<file path="config.mk">
export PLATFORM = sky130hd
export DESIGN_NAME = rgb_to_hsv_converter_top
export DESIGN_NICKNAME = d
export VERILOG_FILES = /design/src/rtl/core/rhc_pkg.sv /design/src/rtl/core/rgb_to_hsv_converter_top.sv /design/src/rtl/core/rhc_div_cell.sv
export SDC_FILE = /design/constraint.sdc
export NUM_CORES = 2
export LEC_CHECK = 0
export ABC_AREA = 1
export BUFFER_PORTS_ARGS = -buffer_cell sky130_fd_sc_hd__clkbuf_2
export CORE_UTILIZATION = 24
export CTS_BUF_LIST = sky130_fd_sc_hd__clkbuf_8
export CTS_CLUSTER_DIAMETER = 80
export DETAILED_ROUTE_END_ITERATION = 8
export HOLD_SLACK_MARGIN = 0.06
export PLACE_DENSITY = 0.47
export SKIP_CTS_REPAIR_TIMING = 1
export SLEW_MARGIN = 0
export SYNTH_ARGS = -nofsm -noshare
export SYNTH_HDL_FRONTEND = slang
export SYNTH_HIERARCHICAL = 1
export SYNTH_SLANG_ARGS = --single-unit
</file>
<file path="constraint.sdc">
create_clock -name i_clk -period 47.6 [get_ports i_clk]
set_input_delay 2.38 -clock i_clk [delete_from_list [all_inputs] [get_ports i_clk]]
set_output_delay 2.38 -clock i_clk [all_outputs]
set_load 0.1 [all_outputs]
</file>
<file path="src/rtl/core/rhc_pkg.sv">
// Package for the RGB to HSV converter: default widths and the hue sector type.
// Used by every module under rtl/core.
`timescale 1ns / 1ps
package rhc_pkg;
    localparam int CHANNEL_BITS_DEF      = 8;
    localparam int HUE_FRACTION_BITS_DEF = 6;

    // Hue sector code: which channel was the maximum
    typedef enum logic [1:0] {
        SEC_RED   = 2'd0,
        SEC_GREEN = 2'd1,
        SEC_BLUE  = 2'd2
    } t_sector;
endpackage

</file>
<file path="src/rtl/core/rgb_to_hsv_converter_top.sv">
// Top level of the RGB to HSV converter: front stage, chain of division cells,
// hue finish and output register. Depends on rhc_pkg and rhc_div_cell.
`timescale 1ns / 1ps
// Usage:
//   Input channel i_red/i_green/i_blue with i_valid and o_stall; a beat is
//   taken at a clock edge with i_valid high and o_stall low.
//   Output channel o_hue/o_saturation/o_brightness/o_hue_undefined with
//   o_valid and i_stall; a beat leaves with o_valid high and i_stall low.
//   One pixel enters per clock while o_stall is low. The path holds one
//   front register, one division cell per quotient bit of the longer of the
//   two divisions, and one output register that also takes the hue finish.
//   Throughput is one pixel per clock while the receiver does not stall, set
//   by the chain of division cells, each of which produces one quotient bit
//   per beat.
//   When the receiver stalls while the output register holds a beat, the
//   whole chain holds and o_stall is raised for that cycle; no stage moves
//   until the output beat is taken. Reset empties every stage; nothing else
//   needs clearing.
module rgb_to_hsv_converter_top #(
    parameter int CHANNEL_BITS      = rhc_pkg::CHANNEL_BITS_DEF,
    parameter int HUE_FRACTION_BITS = rhc_pkg::HUE_FRACTION_BITS_DEF
) (
    input  logic                           i_clk,
    input  logic                           i_rst_n,
    input  logic                           i_valid,
    output logic                           o_stall,
    input  logic [CHANNEL_BITS-1:0]        i_red,
    input  logic [CHANNEL_BITS-1:0]        i_green,
    input  logic [CHANNEL_BITS-1:0]        i_blue,
    output logic                           o_valid,
    input  logic                           i_stall,
    output logic [HUE_FRACTION_BITS+8:0]   o_hue,
    output logic [CHANNEL_BITS-1:0]        o_saturation,
    output logic [CHANNEL_BITS-1:0]        o_brightness,
    output logic                           o_hue_undefined
);
    import rhc_pkg::*;

    localparam int CW    = CHANNEL_BITS;
    localparam int HW    = HUE_FRACTION_BITS + 9;
    localparam int SIXTH = 60 * (1 << HUE_FRACTION_BITS);
    localparam int TURN  = 6 * SIXTH;
    // numerator SIXTH*|diff| fits in HN bits; quotient <= SIXTH
    localparam int HN    = HUE_FRACTION_BITS + 6 + CW;
    localparam int SN    = 2 * CW;
    localparam int NC    = (HN > SN) ? HN : SN;

    // chain is enabled unless output register holds a beat that is stalled
    logic w_en;
    assign w_en    = !(o_valid && i_stall);
    assign o_stall = !w_en;

    // front stage: max, min, sector, numerators
    logic [CW-1:0] w_max, w_min, w_chroma, w_diff;
    logic          w_neg;
    t_sector       w_sec;
    logic [HW-1:0] w_base;
    logic [CW:0]   w_sd;

    always_comb begin
        w_max = i_red;
        if (i_green > w_max) w_max = i_green;
        if (i_blue > w_max) w_max = i_blue;
        w_min = i_red;
        if (i_green < w_min) w_min = i_green;
        if (i_blue < w_min) w_min = i_blue;
        w_chroma = w_max - w_min;
        priority if (i_red == w_max) begin
            w_sec = SEC_RED;
            w_sd  = {1'b0, i_green} - {1'b0, i_blue};
        end else if (i_green == w_max) begin
            w_sec = SEC_GREEN;
            w_sd  = {1'b0, i_blue} - {1'b0, i_red};
        end else begin
            w_sec = SEC_BLUE;
            w_sd  = {1'b0, i_red} - {1'b0, i_green};
        end
        w_neg  = w_sd[CW];
        w_diff = w_neg ? CW'(-w_sd) : w_sd[CW-1:0];
        unique case (w_sec)
            SEC_RED:   w_base = '0;
            SEC_GREEN: w_base = HW'(2 * SIXTH);
            SEC_BLUE:  w_base = HW'(4 * SIXTH);
            default:   w_base = '0;
        endcase
    end

    // cell chain storage: index 0 is the front register
    logic          c_valid  [NC+1];
    logic [CW-1:0] c_chroma [NC+1];
    logic [CW-1:0] c_vmax   [NC+1];
    logic [NC-1:0] c_hnum   [NC+1];
    logic [CW:0]   c_hrem   [NC+1];
    logic [NC-1:0] c_snum   [NC+1];
    logic [CW:0]   c_srem   [NC+1];
    logic [HW-1:0] c_base   [NC+1];
    logic          c_neg    [NC+1];
    logic          c_undef  [NC+1];

    always_ff @(posedge i_clk) begin
        if (!i_rst_n) begin
            c_valid[0] <= 1'b0;
        end else if (w_en) begin
            c_valid[0] <= i_valid;
        end
    end

    // front register; both dividends are zero-extended at the top to NC bits
    always_ff @(posedge i_clk) begin
        if (w_en) begin
            c_chroma[0] <= w_chroma;
            c_vmax[0]   <= w_max;
            c_hnum[0]   <= NC'(SIXTH) * NC'(w_diff);
            c_hrem[0]   <= '0;
            c_snum[0]   <= NC'((1 << CW) - 1) * NC'(w_chroma);
            c_srem[0]   <= '0;
            c_base[0]   <= w_base;
            c_neg[0]    <= w_neg;
            c_undef[0]  <= (w_max == '0);
        end
    end

    // the chain: leading zero bits of the shorter dividend leave its
    // remainder at zero, so both quotients land in the low bits
    genvar k;
    generate
        for (k = 0; k < NC; k++) begin : g_cell
            rhc_div_cell #(.CW(CW), .HW(HW), .HN(NC), .SN(NC)) u_cell (
                .i_clk   (i_clk),
                .i_rst_n (i_rst_n),
                .i_en    (w_en),
                .i_valid (c_valid[k]),
                .i_chroma(c_chroma[k]),
                .i_vmax  (c_vmax[k]),
                .i_hnum  (c_hnum[k]),
                .i_hrem  (c_hrem[k]),
                .i_snum  (c_snum[k]),
                .i_srem  (c_srem[k]),
                .i_base  (c_base[k]),
                .i_neg   (c_neg[k]),
                .i_undef (c_undef[k]),
                .o_valid (c_valid[k+1]),
                .o_chroma(c_chroma[k+1]),
                .o_vmax  (c_vmax[k+1]),
                .o_hnum  (c_hnum[k+1]),
                .o_hrem  (c_hrem[k+1]),
                .o_snum  (c_snum[k+1]),
                .o_srem  (c_srem[k+1]),
                .o_base  (c_base[k+1]),
                .o_neg   (c_neg[k+1]),
                .o_undef (c_undef[k+1])
            );
        end
    endgenerate

    // hue finish: shifted dividend has become the quotient in its low bits
    logic [HW-1:0] w_q, w_hue;
    logic [HW:0]   w_sum;
    always_comb begin
        w_q = HW'(c_hnum[NC]);
        if (c_neg[NC]) begin
            // floor of a negative quotient: -(q + (rem != 0))
            w_sum = {1'b0, c_base[NC]} - {1'b0, w_q}
                  - (HW+1)'(c_hrem[NC] != '0);
            if (w_sum[HW]) w_sum = w_sum + (HW+1)'(TURN);
        end else begin
            w_sum = {1'b0, c_base[NC]} + {1'b0, w_q};
        end
        w_hue = (c_chroma[NC] == '0) ? '0 : w_sum[HW-1:0];
    end

    // output register
    always_ff @(posedge i_clk) begin
        if (!i_rst_n) begin
            o_valid <= 1'b0;
        end else if (w_en) begin
            o_valid <= c_valid[NC];
        end
    end

    always_ff @(posedge i_clk) begin
        if (w_en) begin
            o_hue           <= c_undef[NC] ? '0 : w_hue;
            o_saturation    <= c_undef[NC] ? '0 : c_snum[NC][CW-1:0];
            o_brightness    <= c_vmax[NC];
            o_hue_undefined <= c_undef[NC];
        end
    end

    // a stalled output beat holds its place
    a_hold: assert property (@(posedge i_clk) disable iff (!i_rst_n)
        o_valid && i_stall |=> o_valid && $stable(o_hue))
        else $error("stalled output changed");
    // undefined hue comes only with zero brightness
    a_undef: assert property (@(posedge i_clk) disable iff (!i_rst_n)
        o_valid && o_hue_undefined |-> o_brightness == '0 && o_hue == '0)
        else $error("undefined flag with nonzero fields");
    // hue stays within one turn
    a_range: assert property (@(posedge i_clk) disable iff (!i_rst_n)
        o_valid |-> o_hue < HW'(TURN))
        else $error("hue out of range");
    // stall only while output is full
    a_stall: assert property (@(posedge i_clk) disable iff (!i_rst_n)
        o_stall |-> o_valid)
        else $error("stall without output beat");
endmodule

</file>
<file path="src/rtl/core/rhc_div_cell.sv">
// One restoring division cell: produces one quotient bit for the hue and one for
// the saturation quotient per beat, passes the operands on. Depends on rhc_pkg.
`timescale 1ns / 1ps
module rhc_div_cell #(
    parameter int CW = 8,   // channel width
    parameter int HW = 15,  // hue width
    parameter int HN = 15,  // hue dividend width
    parameter int SN = 16   // saturation dividend width
) (
    input  logic          i_clk,
    input  logic          i_rst_n,
    input  logic          i_en,
    input  logic          i_valid,
    input  logic [CW-1:0] i_chroma,
    input  logic [CW-1:0] i_vmax,
    input  logic [HN-1:0] i_hnum,
    input  logic [CW:0]   i_hrem,
    input  logic [SN-1:0] i_snum,
    input  logic [CW:0]   i_srem,
    input  logic [HW-1:0] i_base,
    input  logic          i_neg,
    input  logic          i_undef,
    output logic          o_valid,
    output logic [CW-1:0] o_chroma,
    output logic [CW-1:0] o_vmax,
    output logic [HN-1:0] o_hnum,
    output logic [CW:0]   o_hrem,
    output logic [SN-1:0] o_snum,
    output logic [CW:0]   o_srem,
    output logic [HW-1:0] o_base,
    output logic          o_neg,
    output logic          o_undef
);
    import rhc_pkg::*;

    logic [CW+1:0] w_htry, w_stry;
    logic [CW:0]   n_hrem, n_srem;
    logic          w_hbit, w_sbit;

    // shift in the next dividend bit and try subtracting the divisor
    always_comb begin
        w_htry = {i_hrem, i_hnum[HN-1]} - {2'b00, i_chroma};
        w_stry = {i_srem, i_snum[SN-1]} - {2'b00, i_vmax};
        w_hbit = ~w_htry[CW+1];
        w_sbit = ~w_stry[CW+1];
        n_hrem = w_hbit ? w_htry[CW:0] : {i_hrem[CW-1:0], i_hnum[HN-1]};
        n_srem = w_sbit ? w_stry[CW:0] : {i_srem[CW-1:0], i_snum[SN-1]};
    end

    always_ff @(posedge i_clk) begin
        if (!i_rst_n) begin
            o_valid <= 1'b0;
        end else if (i_en) begin
            o_valid <= i_valid;
        end
    end

    always_ff @(posedge i_clk) begin
        if (i_en) begin
            o_chroma <= i_chroma;
            o_vmax   <= i_vmax;
            o_hnum   <= {i_hnum[HN-2:0], w_hbit};
            o_hrem   <= n_hrem;
            o_snum   <= {i_snum[SN-2:0], w_sbit};
            o_srem   <= n_srem;
            o_base   <= i_base;
            o_neg    <= i_neg;
            o_undef  <= i_undef;
        end
    end
endmodule
</file>
* Word-level counts from Yosys, hierarchy flattened
Cells that the tools add are included.
** Word-level totals
- Bits in registers :: 1739
- Logic and storage cells :: 378
- Output and inout port bits :: 34
** Cells by class
- $add $sub $neg :: 49
- Order comparisons :: 4
- Multiply operators :: 2
- Equal/unequal tests :: 4
- Multiplexer cells :: 50
- Bitwise gates (word level) :: 40
- Reduce and logical (&&, ||, !) cells :: 5
** Operators by type and width (count)
- $sub A10 B8 Y10 :: 38
- $mux W9 :: 39
- $mux W8 :: 5
- $not A1 Y1 :: 40
- $mux W15 :: 2
- $pmux W14 S2 :: 1
- $sub A8 B8 Y9 :: 3
- $eq A8 B8 Y1 :: 2
- $gt A8 B8 Y1 :: 2
- $logic_not A8 Y1 :: 2
- $lt A8 B8 Y1 :: 2
- $mul A8 B8 Y16 const A :: 1
- $sub A15 B15 Y16 :: 1
- $sub A16 B1 Y16 :: 1
- $add A15 B15 Y15 :: 1
- $add A15 B15 Y15 const B :: 1
- $mul A4 B8 Y12 const A :: 1
- $reduce_bool A9 Y1 :: 1
- $sub A1 B8 Y9 :: 1
- $sub A1 B8 Y9 const A :: 1
- $neg A8 Y8 :: 1
- $sub A8 B8 Y8 :: 1
- $mux W2 :: 2
- $eq A2 B1 Y1 const B :: 1
- other kinds (4) :: 4

* Longest topological paths before layout
- Depth after elaboration :: 10
- Gate-level depth with buffers :: 57
- Depth with buffers taken out :: 56

* Modules after synthesis
Netlist, hierarchy kept.
** Modules (own cells, without submodules)
- rhc_div_cell (g_cell[19].u_cell ...) :: seq. area each 2752.6 um2, area each 4152.7 um2, cells each 356, instances 10
- rhc_div_cell (g_cell[10].u_cell ...) :: seq. area each 2752.6 um2, area each 4162.7 um2, cells each 356, instances 9
- rgb_to_hsv_converter_top :: seq. area each 2442.3 um2, area each 9495.4 um2, cells each 1231, instances 1
- rhc_div_cell (g_cell[0].u_cell) :: seq. area each 2752.6 um2, area each 4155.2 um2, cells each 353, instances 1

* Worst setup path after synthesis
OpenSTA, ideal clock, no wires.
- Path type :: input to register
- Start point :: in i_stall
- End point :: reg o_valid (netlist name)
- Slack :: -16.705 ns
- Setup time :: 0.210 ns
- Data arrival time :: 64.095 ns
- Required time :: 47.390 ns
- Stages on the path :: 3
- Cell sequence :: nand2_1 -> inv_1 -> o21a_1
** RTL lines
- from (decl) :: line rgb_to_hsv_converter_top.sv:31 : input logic i_stall,

* Worst setup path after layout
- Start point :: in i_green[4]
- End point :: reg c_snum[415] (netlist bit) (data pin)
** On the way
- Cells in the longest elaborated chain, start to end :: 6
** Ends and longest elaborated chain
- from (decl) :: line rgb_to_hsv_converter_top.sv:28 : input logic [CHANNEL_BITS-1:0] i_green,
- $gt A8 B8 Y1 :: line rgb_to_hsv_converter_top.sv:62 : if (i_green > w_max) w_max = i_green;
- $mux W8 * :: line rgb_to_hsv_converter_top.sv:62
- $gt A8 B8 Y1 :: line rgb_to_hsv_converter_top.sv:63 : if (i_blue > w_max) w_max = i_blue;
- $mux W8 * :: line rgb_to_hsv_converter_top.sv:63
- named net w_max[5] :: line rgb_to_hsv_converter_top.sv:54 : logic [CW-1:0] w_max, w_min, w_chroma, w_diff;
- $sub A8 B8 Y8 * :: line rgb_to_hsv_converter_top.sv:67 : w_chroma = w_max - w_min;
- named net w_chroma[6] :: line rgb_to_hsv_converter_top.sv:54
- $mul A8 B8 Y16 * :: line rgb_to_hsv_converter_top.sv:115 : c_snum[0] <= NC'((1 << CW) - 1) * NC'(w_chroma);
- to (decl) :: line rgb_to_hsv_converter_top.sv:94 : logic [NC-1:0] c_snum [NC+1];
The timed path passes the listed nets; every way through them passes the cells marked *.
A chain may end at the register's enable or synchronous reset.

==> impl_metrics.env <==
export IMPL_outcome="finished, final reports clean"
export IMPL_worstHoldStart="g_cell[3].u_cell/o_base[12]"
export IMPL_max_cap_violations=0
export IMPL_ctsLongestPathBuffers=4
export IMPL_cts_num_sinks=1649
export IMPL_utilization=0.2760
export IMPL_rr_startpoint="o_valid"
export IMPL_dp_cells=12683
export IMPL_cts_root_buf="clkbuf_8"
export IMPL_layout_common_cells="2066 x nand2_1, 1627 x edfxtp_1, 1493 x inv_1"
export IMPL_core_area_um2=347300
export IMPL_grt_max_degree=188
export IMPL_overflow=0
export IMPL_worst_skew_pair_late_latency_ns=0.94
export IMPL_rr_endpoint="g_cell[17].u_cell/o_chroma[6]"
export IMPL_initial_core_util=0.2418
export IMPL_grt_pass1_wl_um=276300
export IMPL_min_period_over_period=0.2344
export IMPL_fin_nets=8977
export IMPL_firstDrtPassIters=6
export IMPL_cts_tree="yes"
export IMPL_setup_viol=0
export IMPL_die_h_um=593.6
export IMPL_cp_slowest_cell="fa_1"
export IMPL_r2r_slack_ns=42.88
export IMPL_io_pin_count=62
export IMPL_syn_instance_count=7976
export IMPL_area_growth_synth_to_final_pct=14.13
export IMPL_finalWirelength_um=169400
export IMPL_syn_avg_cell_area_um2=10.53
export IMPL_hold_viol=0
export IMPL_via_count=53596
export IMPL_grt_pass1_vias=53970
export IMPL_hold_end="g_cell[4].u_cell/o_base[12]"
export IMPL_via_per_inst=4.060
export IMPL_cp_end_kind="flop"
export IMPL_syn_area_um2=83980
export IMPL_worstSetupPathType="input port to flop"
export IMPL_start_kind="input port"
export IMPL_fin_setup_tns_ns=0
export IMPL_slew_headroom=0.2484
export IMPL_fp_dieArea_um2=352300
export IMPL_worst_path_most_repeated_cell="inv_1"
export IMPL_grt_antenna_before_repair=8
export IMPL_final_common_cell="nand2_1"
export IMPL_tightest_slew_ns=1.127
export IMPL_numPortBuffers=61
export IMPL_gp_congestion=0.8517
export IMPL_cpPeakStageDelay_ns=0.68
export IMPL_cts_htree_levels=5
export IMPL_fin_area_um2=95850
export IMPL_cp_max_fo=16
export IMPL_clkTransAtPathRegs_ns=0.06
export IMPL_ant_nets=0
export IMPL_dp_hpwl_um=121200
export IMPL_final_max_slew_viol_count=0
export IMPL_stdcell_count=13202
export IMPL_cts_buffers=303
export IMPL_min_period_ns=11.16
export IMPL_drt_iter0_markers=2909
export IMPL_ys_warn_count=6
export IMPL_worstRegToRegCells=5
export IMPL_std_cell_rows=216
export IMPL_wire_per_inst_um=12.83
export IMPL_post_dp_cell_area_um2=90370
export IMPL_rsz0062_at_grt="no"
export IMPL_skew_ns=0.08539
export IMPL_drive_above_1_share=0.1059
export IMPL_die_w_um=593.6
export IMPL_worst_endpoint_arrival_ns=11.81
export IMPL_fmax_mhz=89.64
export IMPL_required_ns=48.26
export IMPL_grt_usage=0.09392
export IMPL_min_path_type="flop to flop"
export IMPL_drcViolationCount=0
export IMPL_holdPathStages=0
-- sequential cells by signal (all words and copies together) (netlist names), 15 cells and up --
register / flops
g_cell.u_cell/o_hrem: 180
g_cell.u_cell/o_vmax: 160
g_cell.u_cell/o_undef: 20
g_cell.u_cell/o_chroma: 160
g_cell.u_cell/o_srem: 171
g_cell.u_cell/o_snum: 226
o_hue: 15
g_cell.u_cell/o_neg: 20
g_cell.u_cell/o_hnum: 310
c_snum: 15
g_cell.u_cell/o_valid: 20
g_cell.u_cell/o_base: 300
-- layout make-up --
cell class,count,area (um^2)
Antenna cell,1,2.502
Clock buffer,314,4322
Clock inverter,204,1157
Fill cell,36228,251400
Inverter,1405,5274
Multi-Input combinational cell,4973,29590
Sequential cell,1649,49300
Tap cell,4578,5728
Timing Repair Buffer,78,483.0
-- metrics by stage --
stage / setup WS [ns] / hold WS (ns)
finish: 36.44 / 0.3459
global route: 35.72 / 0.3337
CTS: 36.49 / 0.3310
detailed placement: 35.49 / 0.4045
global placement: 35.39 / 0.4002
floorplan: 14.38 / 0.4003
-- how the worst max path moves through the flow --
stage	startpoint	to	slack, ns	cells past startpoint
after floorplan	i_stall	o_stall	14.38	2
after global placement	i_green[4]	c_snum[415]	35.39	44
after detailed placement	i_green[4]	c_snum[415]	35.49	44
after CTS	i_green[4]	c_snum[415]	36.49	44
after global routing	i_green[4]	c_snum[415]	35.72	44
final	i_green[4]	c_snum[415]	36.44	44
-- worst max-delay path, delay by kind of cell --
kind,cells,cell delay [ns]
and+or+nand+nor,16,3.11
buffers and inverters,11,1.02
adders and majority gates,8,3.60
AOI/OAI and AO/OA,8,1.57
xor gates and xnor gates,1,0.07
-- per-layer routing --
| metal | global-route usage | wire length (um) | part of all wire | vias up |
|---|---|---|---|---|
| met1 | 0.1169 | 77200 | 0.46 | 24951 |
| met5 | 0 | 49 | 0.00029 | - |
| met3 | 0.01686 | 6257 | 0.037 | 318 |
| met2 | 0.1623 | 80740 | 0.48 | 833 |
| met4 | 0.03314 | 5136 | 0.030 | 8 |
| li1 | - | - | - | 27486 |
Power is left out: the tool's default activity adds up to more than one toggle a clock period on the data nets, which glitch-free logic cannot reach.
